File: src/mctt_pkg.sv
package mctt_pkg;

  // item kinds
  typedef enum logic [1:0] {
    KIND_TICK     = 2'd0,
    KIND_REGISTER = 2'd1,
    KIND_START    = 2'd2,
    KIND_STOP     = 2'd3
  } kind_t;

  localparam int SLOT_FIELD_W = 3;
  localparam int MASK_W       = 8;
  localparam int PERIOD_W     = 32;

  // command item
  typedef struct packed {
    kind_t                     kind;
    logic [PERIOD_W-1:0]       period_ticks;
    logic                      one_shot;
    logic [SLOT_FIELD_W-1:0]   slot;
  } cmd_item_t;

  // result item
  typedef struct packed {
    logic [SLOT_FIELD_W-1:0]   assigned_slot;
    logic                      failed;
    logic [MASK_W-1:0]         fired_mask;
  } res_item_t;

endpackage

File: src/multi_channel_tick_timer.sv
// Multi-channel tick timer: NUM_SLOTS virtual timers driven by tick items.
// A register item claims the lowest free slot (returns failed on a zero period
// or a full table), start arms a registered slot with its full period, stop
// frees it, and each tick counts every armed slot down and reports in
// fired_mask the slots that expired; periodic slots reload, single-shot slots
// free themselves. Every command item gives exactly one result item. The block
// takes one item per cycle unless a stalled result holds it back; an accepted
// item passes through the input register, then the result register, and all
// slots update in parallel as it moves into the result register. Only slots
// 0 to 7 can be addressed or reported.
module multi_channel_tick_timer
  import mctt_pkg::*;
#(
  parameter int NUM_SLOTS = 8
) (
  input  logic      clk,
  input  logic      rst,
  input  logic      cmd_valid,
  output logic      cmd_ready,
  input  cmd_item_t cmd,
  output logic      res_valid,
  input  logic      res_ready,
  output res_item_t res
);

  // input register
  logic      stage_valid;
  cmd_item_t stage;
  logic      advance;

  assign advance   = stage_valid && (!res_valid || res_ready);
  assign cmd_ready = !stage_valid || advance;

  always_ff @(posedge clk) begin
    if (rst) begin
      stage_valid <= 1'b0;
    end else if (cmd_ready) begin
      stage_valid <= cmd_valid;
    end
  end

  always_ff @(posedge clk) begin
    if (cmd_ready && cmd_valid) begin
      stage <= cmd;
    end
  end

  // slot state
  logic [PERIOD_W-1:0] slot_period    [NUM_SLOTS];
  logic [PERIOD_W-1:0] slot_remaining [NUM_SLOTS];
  logic [NUM_SLOTS-1:0] slot_in_use;
  logic [NUM_SLOTS-1:0] slot_armed;
  logic [NUM_SLOTS-1:0] slot_one_shot;

  logic [PERIOD_W-1:0] slot_period_next    [NUM_SLOTS];
  logic [PERIOD_W-1:0] slot_remaining_next [NUM_SLOTS];
  logic [NUM_SLOTS-1:0] slot_in_use_next;
  logic [NUM_SLOTS-1:0] slot_armed_next;
  logic [NUM_SLOTS-1:0] slot_one_shot_next;

  res_item_t res_next;

  // slot update and result for the staged item
  always_comb begin
    logic [NUM_SLOTS-1:0] fired;
    logic                 found;
    logic [PERIOD_W-1:0]  dec;
    logic                 hit;

    slot_period_next    = slot_period;
    slot_remaining_next = slot_remaining;
    slot_in_use_next    = slot_in_use;
    slot_armed_next     = slot_armed;
    slot_one_shot_next  = slot_one_shot;
    fired               = '0;
    found               = 1'b0;
    dec                 = '0;
    hit                 = 1'b0;
    res_next            = '0;

    unique case (stage.kind)
      KIND_TICK: begin
        for (int s = 0; s < NUM_SLOTS; s++) begin
          if (slot_armed[s]) begin
            dec = (slot_remaining[s] != '0) ? slot_remaining[s] - 1'b1 : '0;
            slot_remaining_next[s] = dec;
            if (dec == '0) begin
              fired[s] = 1'b1;
              if (slot_one_shot[s]) begin
                slot_period_next[s]    = '0;
                slot_remaining_next[s] = '0;
                slot_in_use_next[s]    = 1'b0;
                slot_armed_next[s]     = 1'b0;
                slot_one_shot_next[s]  = 1'b0;
              end else begin
                slot_remaining_next[s] = slot_period[s];
              end
            end
          end
        end
      end
      KIND_REGISTER: begin
        // lowest free slot wins
        if (stage.period_ticks != '0) begin
          for (int s = 0; s < NUM_SLOTS; s++) begin
            if (!found && !slot_in_use[s]) begin
              found                  = 1'b1;
              slot_in_use_next[s]    = 1'b1;
              slot_armed_next[s]     = 1'b0;
              slot_one_shot_next[s]  = stage.one_shot;
              slot_period_next[s]    = stage.period_ticks;
              slot_remaining_next[s] = stage.period_ticks;
              res_next.assigned_slot = SLOT_FIELD_W'(s);
            end
          end
        end
        if (!found) begin
          res_next.failed        = 1'b1;
          res_next.assigned_slot = '0;
        end
      end
      KIND_START: begin
        for (int s = 0; s < NUM_SLOTS; s++) begin
          hit = (32'(stage.slot) == 32'(s));
          if (hit && slot_in_use[s]) begin
            slot_armed_next[s]     = 1'b1;
            slot_remaining_next[s] = slot_period[s];
          end
        end
      end
      KIND_STOP: begin
        for (int s = 0; s < NUM_SLOTS; s++) begin
          hit = (32'(stage.slot) == 32'(s));
          if (hit && slot_in_use[s]) begin
            slot_period_next[s]    = '0;
            slot_remaining_next[s] = '0;
            slot_in_use_next[s]    = 1'b0;
            slot_armed_next[s]     = 1'b0;
            slot_one_shot_next[s]  = 1'b0;
          end
        end
      end
      default: begin
      end
    endcase

    // only the low slots show in the mask
    for (int i = 0; i < MASK_W; i++) begin
      if (i < NUM_SLOTS) begin
        res_next.fired_mask[i] = fired[i];
      end
    end
  end

  // state registers
  always_ff @(posedge clk) begin
    if (rst) begin
      slot_in_use   <= '0;
      slot_armed    <= '0;
      slot_one_shot <= '0;
      for (int s = 0; s < NUM_SLOTS; s++) begin
        slot_period[s]    <= '0;
        slot_remaining[s] <= '0;
      end
    end else if (advance) begin
      slot_in_use    <= slot_in_use_next;
      slot_armed     <= slot_armed_next;
      slot_one_shot  <= slot_one_shot_next;
      slot_period    <= slot_period_next;
      slot_remaining <= slot_remaining_next;
    end
  end

  // result register
  always_ff @(posedge clk) begin
    if (rst) begin
      res_valid <= 1'b0;
    end else if (advance) begin
      res_valid <= 1'b1;
    end else if (res_ready) begin
      res_valid <= 1'b0;
    end
  end

  always_ff @(posedge clk) begin
    if (advance) begin
      res <= res_next;
    end
  end

endmodule

File: config.mk
export PLATFORM = sky130hd
export DESIGN_NAME = multi_channel_tick_timer
export DESIGN_NICKNAME = d
export VERILOG_FILES = /design/src/mctt_pkg.sv /design/src/multi_channel_tick_timer.sv
export SDC_FILE = /design/constraint.sdc
export NUM_CORES = 2
export LEC_CHECK = 0
export BUFFER_PORTS_ARGS = -buffer_cell sky130_fd_sc_hd__buf_2
export CELL_PAD_IN_SITES_DETAIL_PLACEMENT = 1
export CELL_PAD_IN_SITES_GLOBAL_PLACEMENT = 1
export CORE_ASPECT_RATIO = 1.1
export CORE_MARGIN = 5
export CORE_UTILIZATION = 52
export DETAILED_ROUTE_END_ITERATION = 6
export HOLD_SLACK_MARGIN = 0.1
export PLACE_DENSITY = 0.9
export SYNTH_ARGS = -nofsm -noshare
export SYNTH_HDL_FRONTEND = slang
export SYNTH_SLANG_ARGS = --single-unit
File: constraint.sdc
create_clock -name clk -period 8.2 [get_ports clk]
set_clock_uncertainty 0.2 [all_clocks]
set_input_delay 0.82 -clock clk [delete_from_list [all_inputs] [get_ports clk]]
set_output_delay 0.82 -clock clk [all_outputs]
set_load 0.05 [all_outputs]
Word-level counts from Yosys, hierarchy flattened
Index checks and enable logic that the tools add are counted.
{ "word_totals": {"regBits": 588, "in_bits": 42, "elab_cells": 446} }
{ "op_classes": {"add_sub_neg": 8, "n_eq_ne": 59, "n_mux": 226, "n_reduce_logical": 97} }
{ "op_table": {"columns": ["op", "n"], "rows": [
  ["32-bit 2-to-1 mux", 72],
  ["256-bit one-hot mux with 4 select lines", 1],
  ["256-bit one-hot mux with 3 select lines", 1],
  ["32-bit nonzero test", 9],
  ["32-bit zero test", 8],
  ["256-bit 2-to-1 mux", 1],
  ["32-bit by 1-bit subtractor with 32-bit output (second input constant)", 8],
  ["1-bit 2-to-1 mux", 139],
  ["2-bit inequality test (second input constant)", 49],
  ["7-bit AND reduction", 9],
  ["8-bit AND reduction", 7],
  ["8-bit one-hot mux with 3 select lines", 2],
  ["6-bit AND reduction", 8],
  ["5-bit AND reduction", 8],
  ["8-bit one-hot mux with 4 select lines", 1],
  ["8-bit 2-to-1 mux", 3],
  ["3-bit 2-to-1 mux", 6],
  ["1-bit logical AND", 17],
  ["1-bit zero test", 16],
  ["2-bit AND reduction", 8],
  ["3-bit equality test (second input constant)", 4],
  ["3-bit by 2-bit equality test with 1-bit output (second input constant)", 2],
  ["2-bit equality test (second input constant)", 2],
  ["3-bit by 1-bit equality test with 1-bit output (second input constant)", 1],
  ["7 further kinds", 8]
]} }

Logic depth before layout (Yosys ltp)
{ "logic_depth": {"depth_word": 39, "mapped_depth": 17} }

Least setup slack after synthesis
OpenSTA, ideal clock, no wires.
{ "synth_path": {"path_kind": "reg-to-reg", "start": "register slot_remaining[128] (netlist bit)", "end": "register slot_remaining[148] (netlist bit)", "setup_time_ps": 137, "t_arrival_ps": 3604, "slack_ps": 4258, "stages_incl_launch_ff": 17, "path_buffers": 4, "synth_period_minus_slack_ps": 3942, "path_cell_list": "dfxtp_1 > clkbuf_1 > inv_1 > ha_1 > clkbuf_1 > nor3b_1 > nand4b_2 > or2_1 > clkbuf_1 > nand2_1 > and3_1 > a21oi_1 > or4_1 > buf_2 > mux2_1 > a221oi_1 > a211oi_1"} }
{ "synth_via": {"elab_chain_cells": 6} }
{ "synth_lines": {"columns": ["item", "line", "source"], "rows": [
  ["start: declaration", "multi_channel_tick_timer.sv:50", "logic [PERIOD_W-1:0] slot_remaining [NUM_SLOTS];"],
  ["start signal: assignment", "multi_channel_tick_timer.sv:170", "slot_remaining <= slot_remaining_next;"],
  ["32-bit by 1-bit subtractor with 32-bit output or 32-bit nonzero test (tied branches)", "multi_channel_tick_timer.sv:85", "dec = (slot_remaining[s] != '0) ? slot_remaining[s] - 1'b1 : '0;"],
  ["32-bit 2-to-1 mux *", "multi_channel_tick_timer.sv:85", null],
  ["32-bit zero test", "multi_channel_tick_timer.sv:87", "if (dec == '0) begin"],
  ["32-bit 2-to-1 mux *", "multi_channel_tick_timer.sv:87", null],
  ["32-bit 2-to-1 mux *", "multi_channel_tick_timer.sv:84", "if (slot_armed[s]) begin"],
  ["256-bit one-hot mux with 4 select lines *", "multi_channel_tick_timer.sv:81", "unique case (stage.kind)"]
]} }
Every way passes the cells marked *; elsewhere a longest branch is shown, timed or not. The select of a mux whose other input is x is not followed.
A chain may end at the register's enable or synchronous reset.

Worst setup path in the final report
{ "layout_path": {"start": "register slot_remaining[128] (netlist bit)", "end": "register slot_period[141] (netlist bit)"} }
{ "layout_via": {"elab_chain_cells": 5} }
{ "layout_lines": {"columns": ["item", "line", "source"], "rows": [
  ["32-bit by 1-bit subtractor with 32-bit output or 32-bit nonzero test (tied branches)", "multi_channel_tick_timer.sv:85", null],
  ["32-bit 2-to-1 mux *", "multi_channel_tick_timer.sv:85", null],
  ["32-bit zero test *", "multi_channel_tick_timer.sv:87", null],
  ["2-bit inequality test (no source line) *", null, null],
  ["7-bit AND reduction (no source line) *", null, null],
  ["end signal: assignment", "multi_channel_tick_timer.sv:169", "slot_period <= slot_period_next;"],
  ["end: declaration", "multi_channel_tick_timer.sv:49", "logic [PERIOD_W-1:0] slot_period [NUM_SLOTS];"]
]} }
Every way passes the cells marked *; elsewhere a longest branch is shown, timed or not.

==> results.md <==
* Status: complete, no violations
* Worst-Margin Slew at ~1.4 ns
* CP Capture Type: flop
* Clk slew on worst S/H paths at ~0.07 ns
* Critical Path Start: slot_remaining[128]$_SDFFE_PP0P_
* Post-CTS Hold Fix Bufs at 0
* DIE HEIGHT at approximately 280 um
* Rel. slew slack at under 10%
* Yosys reg bits at slightly below 600
* WS Path Type: reg2reg
* Worst hold slack at ~0.17 ns
* Proportion of synthesized area in mux cells at less than 1%
* Worst skew pair latency at roughly 0.62 ns
* IO Port Bufs at 55
* Pwr per Cell Area at ~230 nW/um2
* Final worst slack at ~2.2 ns
* Drt first pass iters at 6
* Sequential fraction of the synthesis area at a little over a third
* Crit path cell chain: inv_1 > ha_1 > nor3b_1 > nand2_1 > nor2_2 > nand3_1 > nor2_1 > a21oi_1 > or4_1 > a21boi_1 > and2_1 > a22o_1
* Sw frac at around a third
* Post-Place Cells at roughly 4800
* Area of the mapped netlist at roughly 34000 um2
* Avg Inst Size Synth at approximately 8.0 um2
* Final HPWL DP at around 100000 um
* Routed vias/inst at 7.56
* Pre-CTS WS at approximately 2.5 ns
* Final #Nets at between 4000 and 5000
* NetSw at about 2.8 mW
* Aggregate global-route resource usage at 42.3%
* CP Data Arrival Time at 6.40 ns
* Die area at around 70000 um2
* Average routed wire per standard cell at between 30 and 40 um
* Seq. cell area at between 10000 and 15000 um2
* I/O pin count at 56
* Max Slew Vio Count at 0
* WP data required at 8.56 ns
* Share of cells above drive strength 1 at about 8.9%
* Reg2reg setup slack at ~2.2 ns
* Finish-stage setup viols at 0
* Fin crit share at between 70% and 80%
* Die Wd at 252 um
* R2R Path Start: slot_remaining[128]$_SDFFE_PP0P_
* Final instance area at 36400 um2
* Net count after synthesis at approximately 4200
* Final Hold Vio Count at 0
* FP Rows at between 90 and 100
* Placed cell area at about 34000 um2
* Total power at between 8 and 9 mW
* Syn Inst Count at about 4200
* Longest Clk Path Bufs at 3
* Post-synth ARST share at 0%
* Vias in the first global route at roughly 36000
* CP Capture Point: slot_period[141]$_SDFFE_PP0P_
* Max Clk Rate at roughly 170 MHz
* RD Place Congestion at between 1 and 1.5
* Predominant post-synthesis flop cell: dfxtp_1
* Vias at between 30000 and 40000
* Global route overflow at 0
* Drt first-iter violations at 4881
* Pleak at 12.9 nW
* CP peak stage delay at 1.00 ns
* Largest net degree at the start of global routing at approximately 140
* Post-Layout Cell Count at 4902
* Max-cap viol count at 0
* Comb power frac at between 20% and 30%
* RSZ-0062 raised after global routing: false
* Setup TNS at 0 ns
* Critical path's slowest cell: or4_1
* Num Clock Sinks at between 500 and 600
* Largest family of logic cells by synthesized area: compound AO/OA/AOI/OAI gates
* Hold Path Class: in2reg
* Buf/Inv on CP at 1
* Final Core Density at a little under three fifths
* Post-synthesis adder-cell area fraction at less than 1%
* H-Tree Depth at 3
* Synth Area in Simple Gates at 24.9%
* Synth cell types at 105
* Initial Util at a little over half
* Post-route ant nets at 0
* Crit. path cell count at 12
* Postcts setup bufs at 0
* Sequential share of power at a little under two fifths
* # fillers at roughly 7700
* Compound-Gate Fraction of Synth Area at around 28%
* CP max FO at 23
* Tmin final at roughly 6.0 ns
* Root Driver: clkbuf_16
* VDD IR max at between 0.2 and 0.25 mV
* Post-CTS resize count at 0
* Global-route wire length before repair at approximately 230000 um
* CTS tree: built
* Initial antenna violation count at 18
* Worst r2r dst: slot_period[141]$_SDFFE_PP0P_
* Core Box Area at between 60000 and 70000 um2
* Reg2Reg Depth at 12
* Area Growth Syn to Fin at 8.39%
* # DRC at 0
* CTS buffer count at 67
* Setup crit start kind: flop
* YS warnings at 0
* Synth Area in XOR/XNOR at around 4.8%
* Worst path top cell family by delay: simple AND/OR/NAND/NOR gates
* Clock share of power at 39.0%
* Number of synthesized flops with an enable pin at 50
* Drt total wl at between 150000 and 200000 um
* Internal at around 5.5 mW
* Multi-input gate area at around 20000 um2
-- final cells by class --
class	count	area share, %
Multi-Input combinational cell	3166	54.2
Sequential cell	588	33.7
Clock buffer	103	5.70
Tap cell	841	2.89
Timing Repair Buffer	123	2.25
Clock inverter	17	0.608
Inverter	54	0.577
Antenna cell	10	0.0687
-- routing by layer --
layer	global-route usage, %	up-vias	wire length (um)
met1	51.2	18200	55400
met3	13.6	872	20000
li1	-	15500	-
met4	34.4	24	15600
met5	0	-	184
met2	60.9	2508	64300
-- flip-flops by register name, summed over array words and instances (netlist names) --
name / cells
slot_period: 256
slot_remaining: 256
stage: 38
res: 12
slot_armed: 8
slot_in_use: 8
slot_one_shot: 8
res_valid: 1
stage_valid: 1
-- power by group through the flow --
stage / sequential (mW) / combinational [mW] / clock [mW]
after floorplan: 3.09 / 1.32 / 0
after global placement: 3.15 / 1.80 / 0
after detailed placement: 3.15 / 1.83 / 0
after CTS: 3.09 / 1.86 / 3.21
after global routing: 3.10 / 2.05 / 3.34
final: 3.10 / 1.94 / 3.22
-- worst min-delay path by stage --
stage / start / to / slack [ns] / depth (start not counted)
floorplan: slot_period[255]$_SDFFE_PP0P_ / slot_period[255]$_SDFFE_PP0P_ / 0.22 / 1
global placement: slot_period[255]$_SDFFE_PP0P_ / slot_period[255]$_SDFFE_PP0P_ / 0.24 / 1
detailed placement: slot_period[255]$_SDFFE_PP0P_ / slot_period[255]$_SDFFE_PP0P_ / 0.24 / 1
CTS: cmd[13] / stage[13]$_DFFE_PP_ / 0.16 / 1
global route: cmd[11] / stage[11]$_DFFE_PP_ / 0.17 / 1
finish: cmd[29] / stage[29]$_DFFE_PP_ / 0.17 / 1
-- cell families (layout without fill, tap and decap cells) --
logic type | after synthesis | after routing
simple gates | 1624 | 1624
mux | 29 | 29
xor+xnor | 184 | 184
fa+ha+maj | 8 | 8
flops | 588 | 588
compound gates | 1321 | 1321
buf+inv | 435 | 297
other cells | 0 | 10
-- synthesized netlist by cell type (51+ instances only) --
| cell | count | area (um2) |
|---|---|---|
| dfxtp_1 | 538 | 10800 |
| nor2_1 | 405 | 1520 |
| clkbuf_1 | 330 | 1240 |
| nand2_1 | 322 | 1210 |
| a21oi_1 | 319 | 1600 |
| nor3_1 | 258 | 1290 |
| o21ai_0 | 227 | 1140 |
| nand3_1 | 114 | 571 |
| a22o_1 | 111 | 972 |
| xnor2_1 | 106 | 928 |
| nor4_1 | 104 | 651 |
| o211ai_1 | 88 | 661 |
| xor2_1 | 78 | 683 |
| a221oi_1 | 68 | 596 |
| a211oi_1 | 66 | 495 |
| nand4_1 | 63 | 394 |
| a32o_1 | 58 | 581 |
| inv_1 | 54 | 203 |
| and3_1 | 51 | 319 |
-- layout by cell type (no fill, tap or decap), types with 23 or more instances in the layout --
cell,synthesis,layout
buf_2,28,54
a22o_1,111,111
o31ai_1,28,28
o21ai_0,227,227
or4_1,37,37
edfxtp_1,50,50
a211oi_1,66,66
or3_1,46,46
a31oi_1,24,23
xnor2_1,106,106
a21o_1,26,26
nor2_1,405,394
buf_4,4,66
and2_1,26,25
o211ai_1,88,88
and3_1,51,51
xor2_1,78,78
a32o_1,58,58
a221oi_1,68,68
nand2_1,322,321
a22oi_1,39,39
o2bb2ai_1,45,45
nand4_1,63,63
dfxtp_1,538,538
clkbuf_16,0,72
inv_1,54,51
a21oi_1,319,318
nor3_1,258,255
a311oi_1,25,25
nand3_1,114,114
nor4_1,104,103
Power figures use the tool's default switching activity.
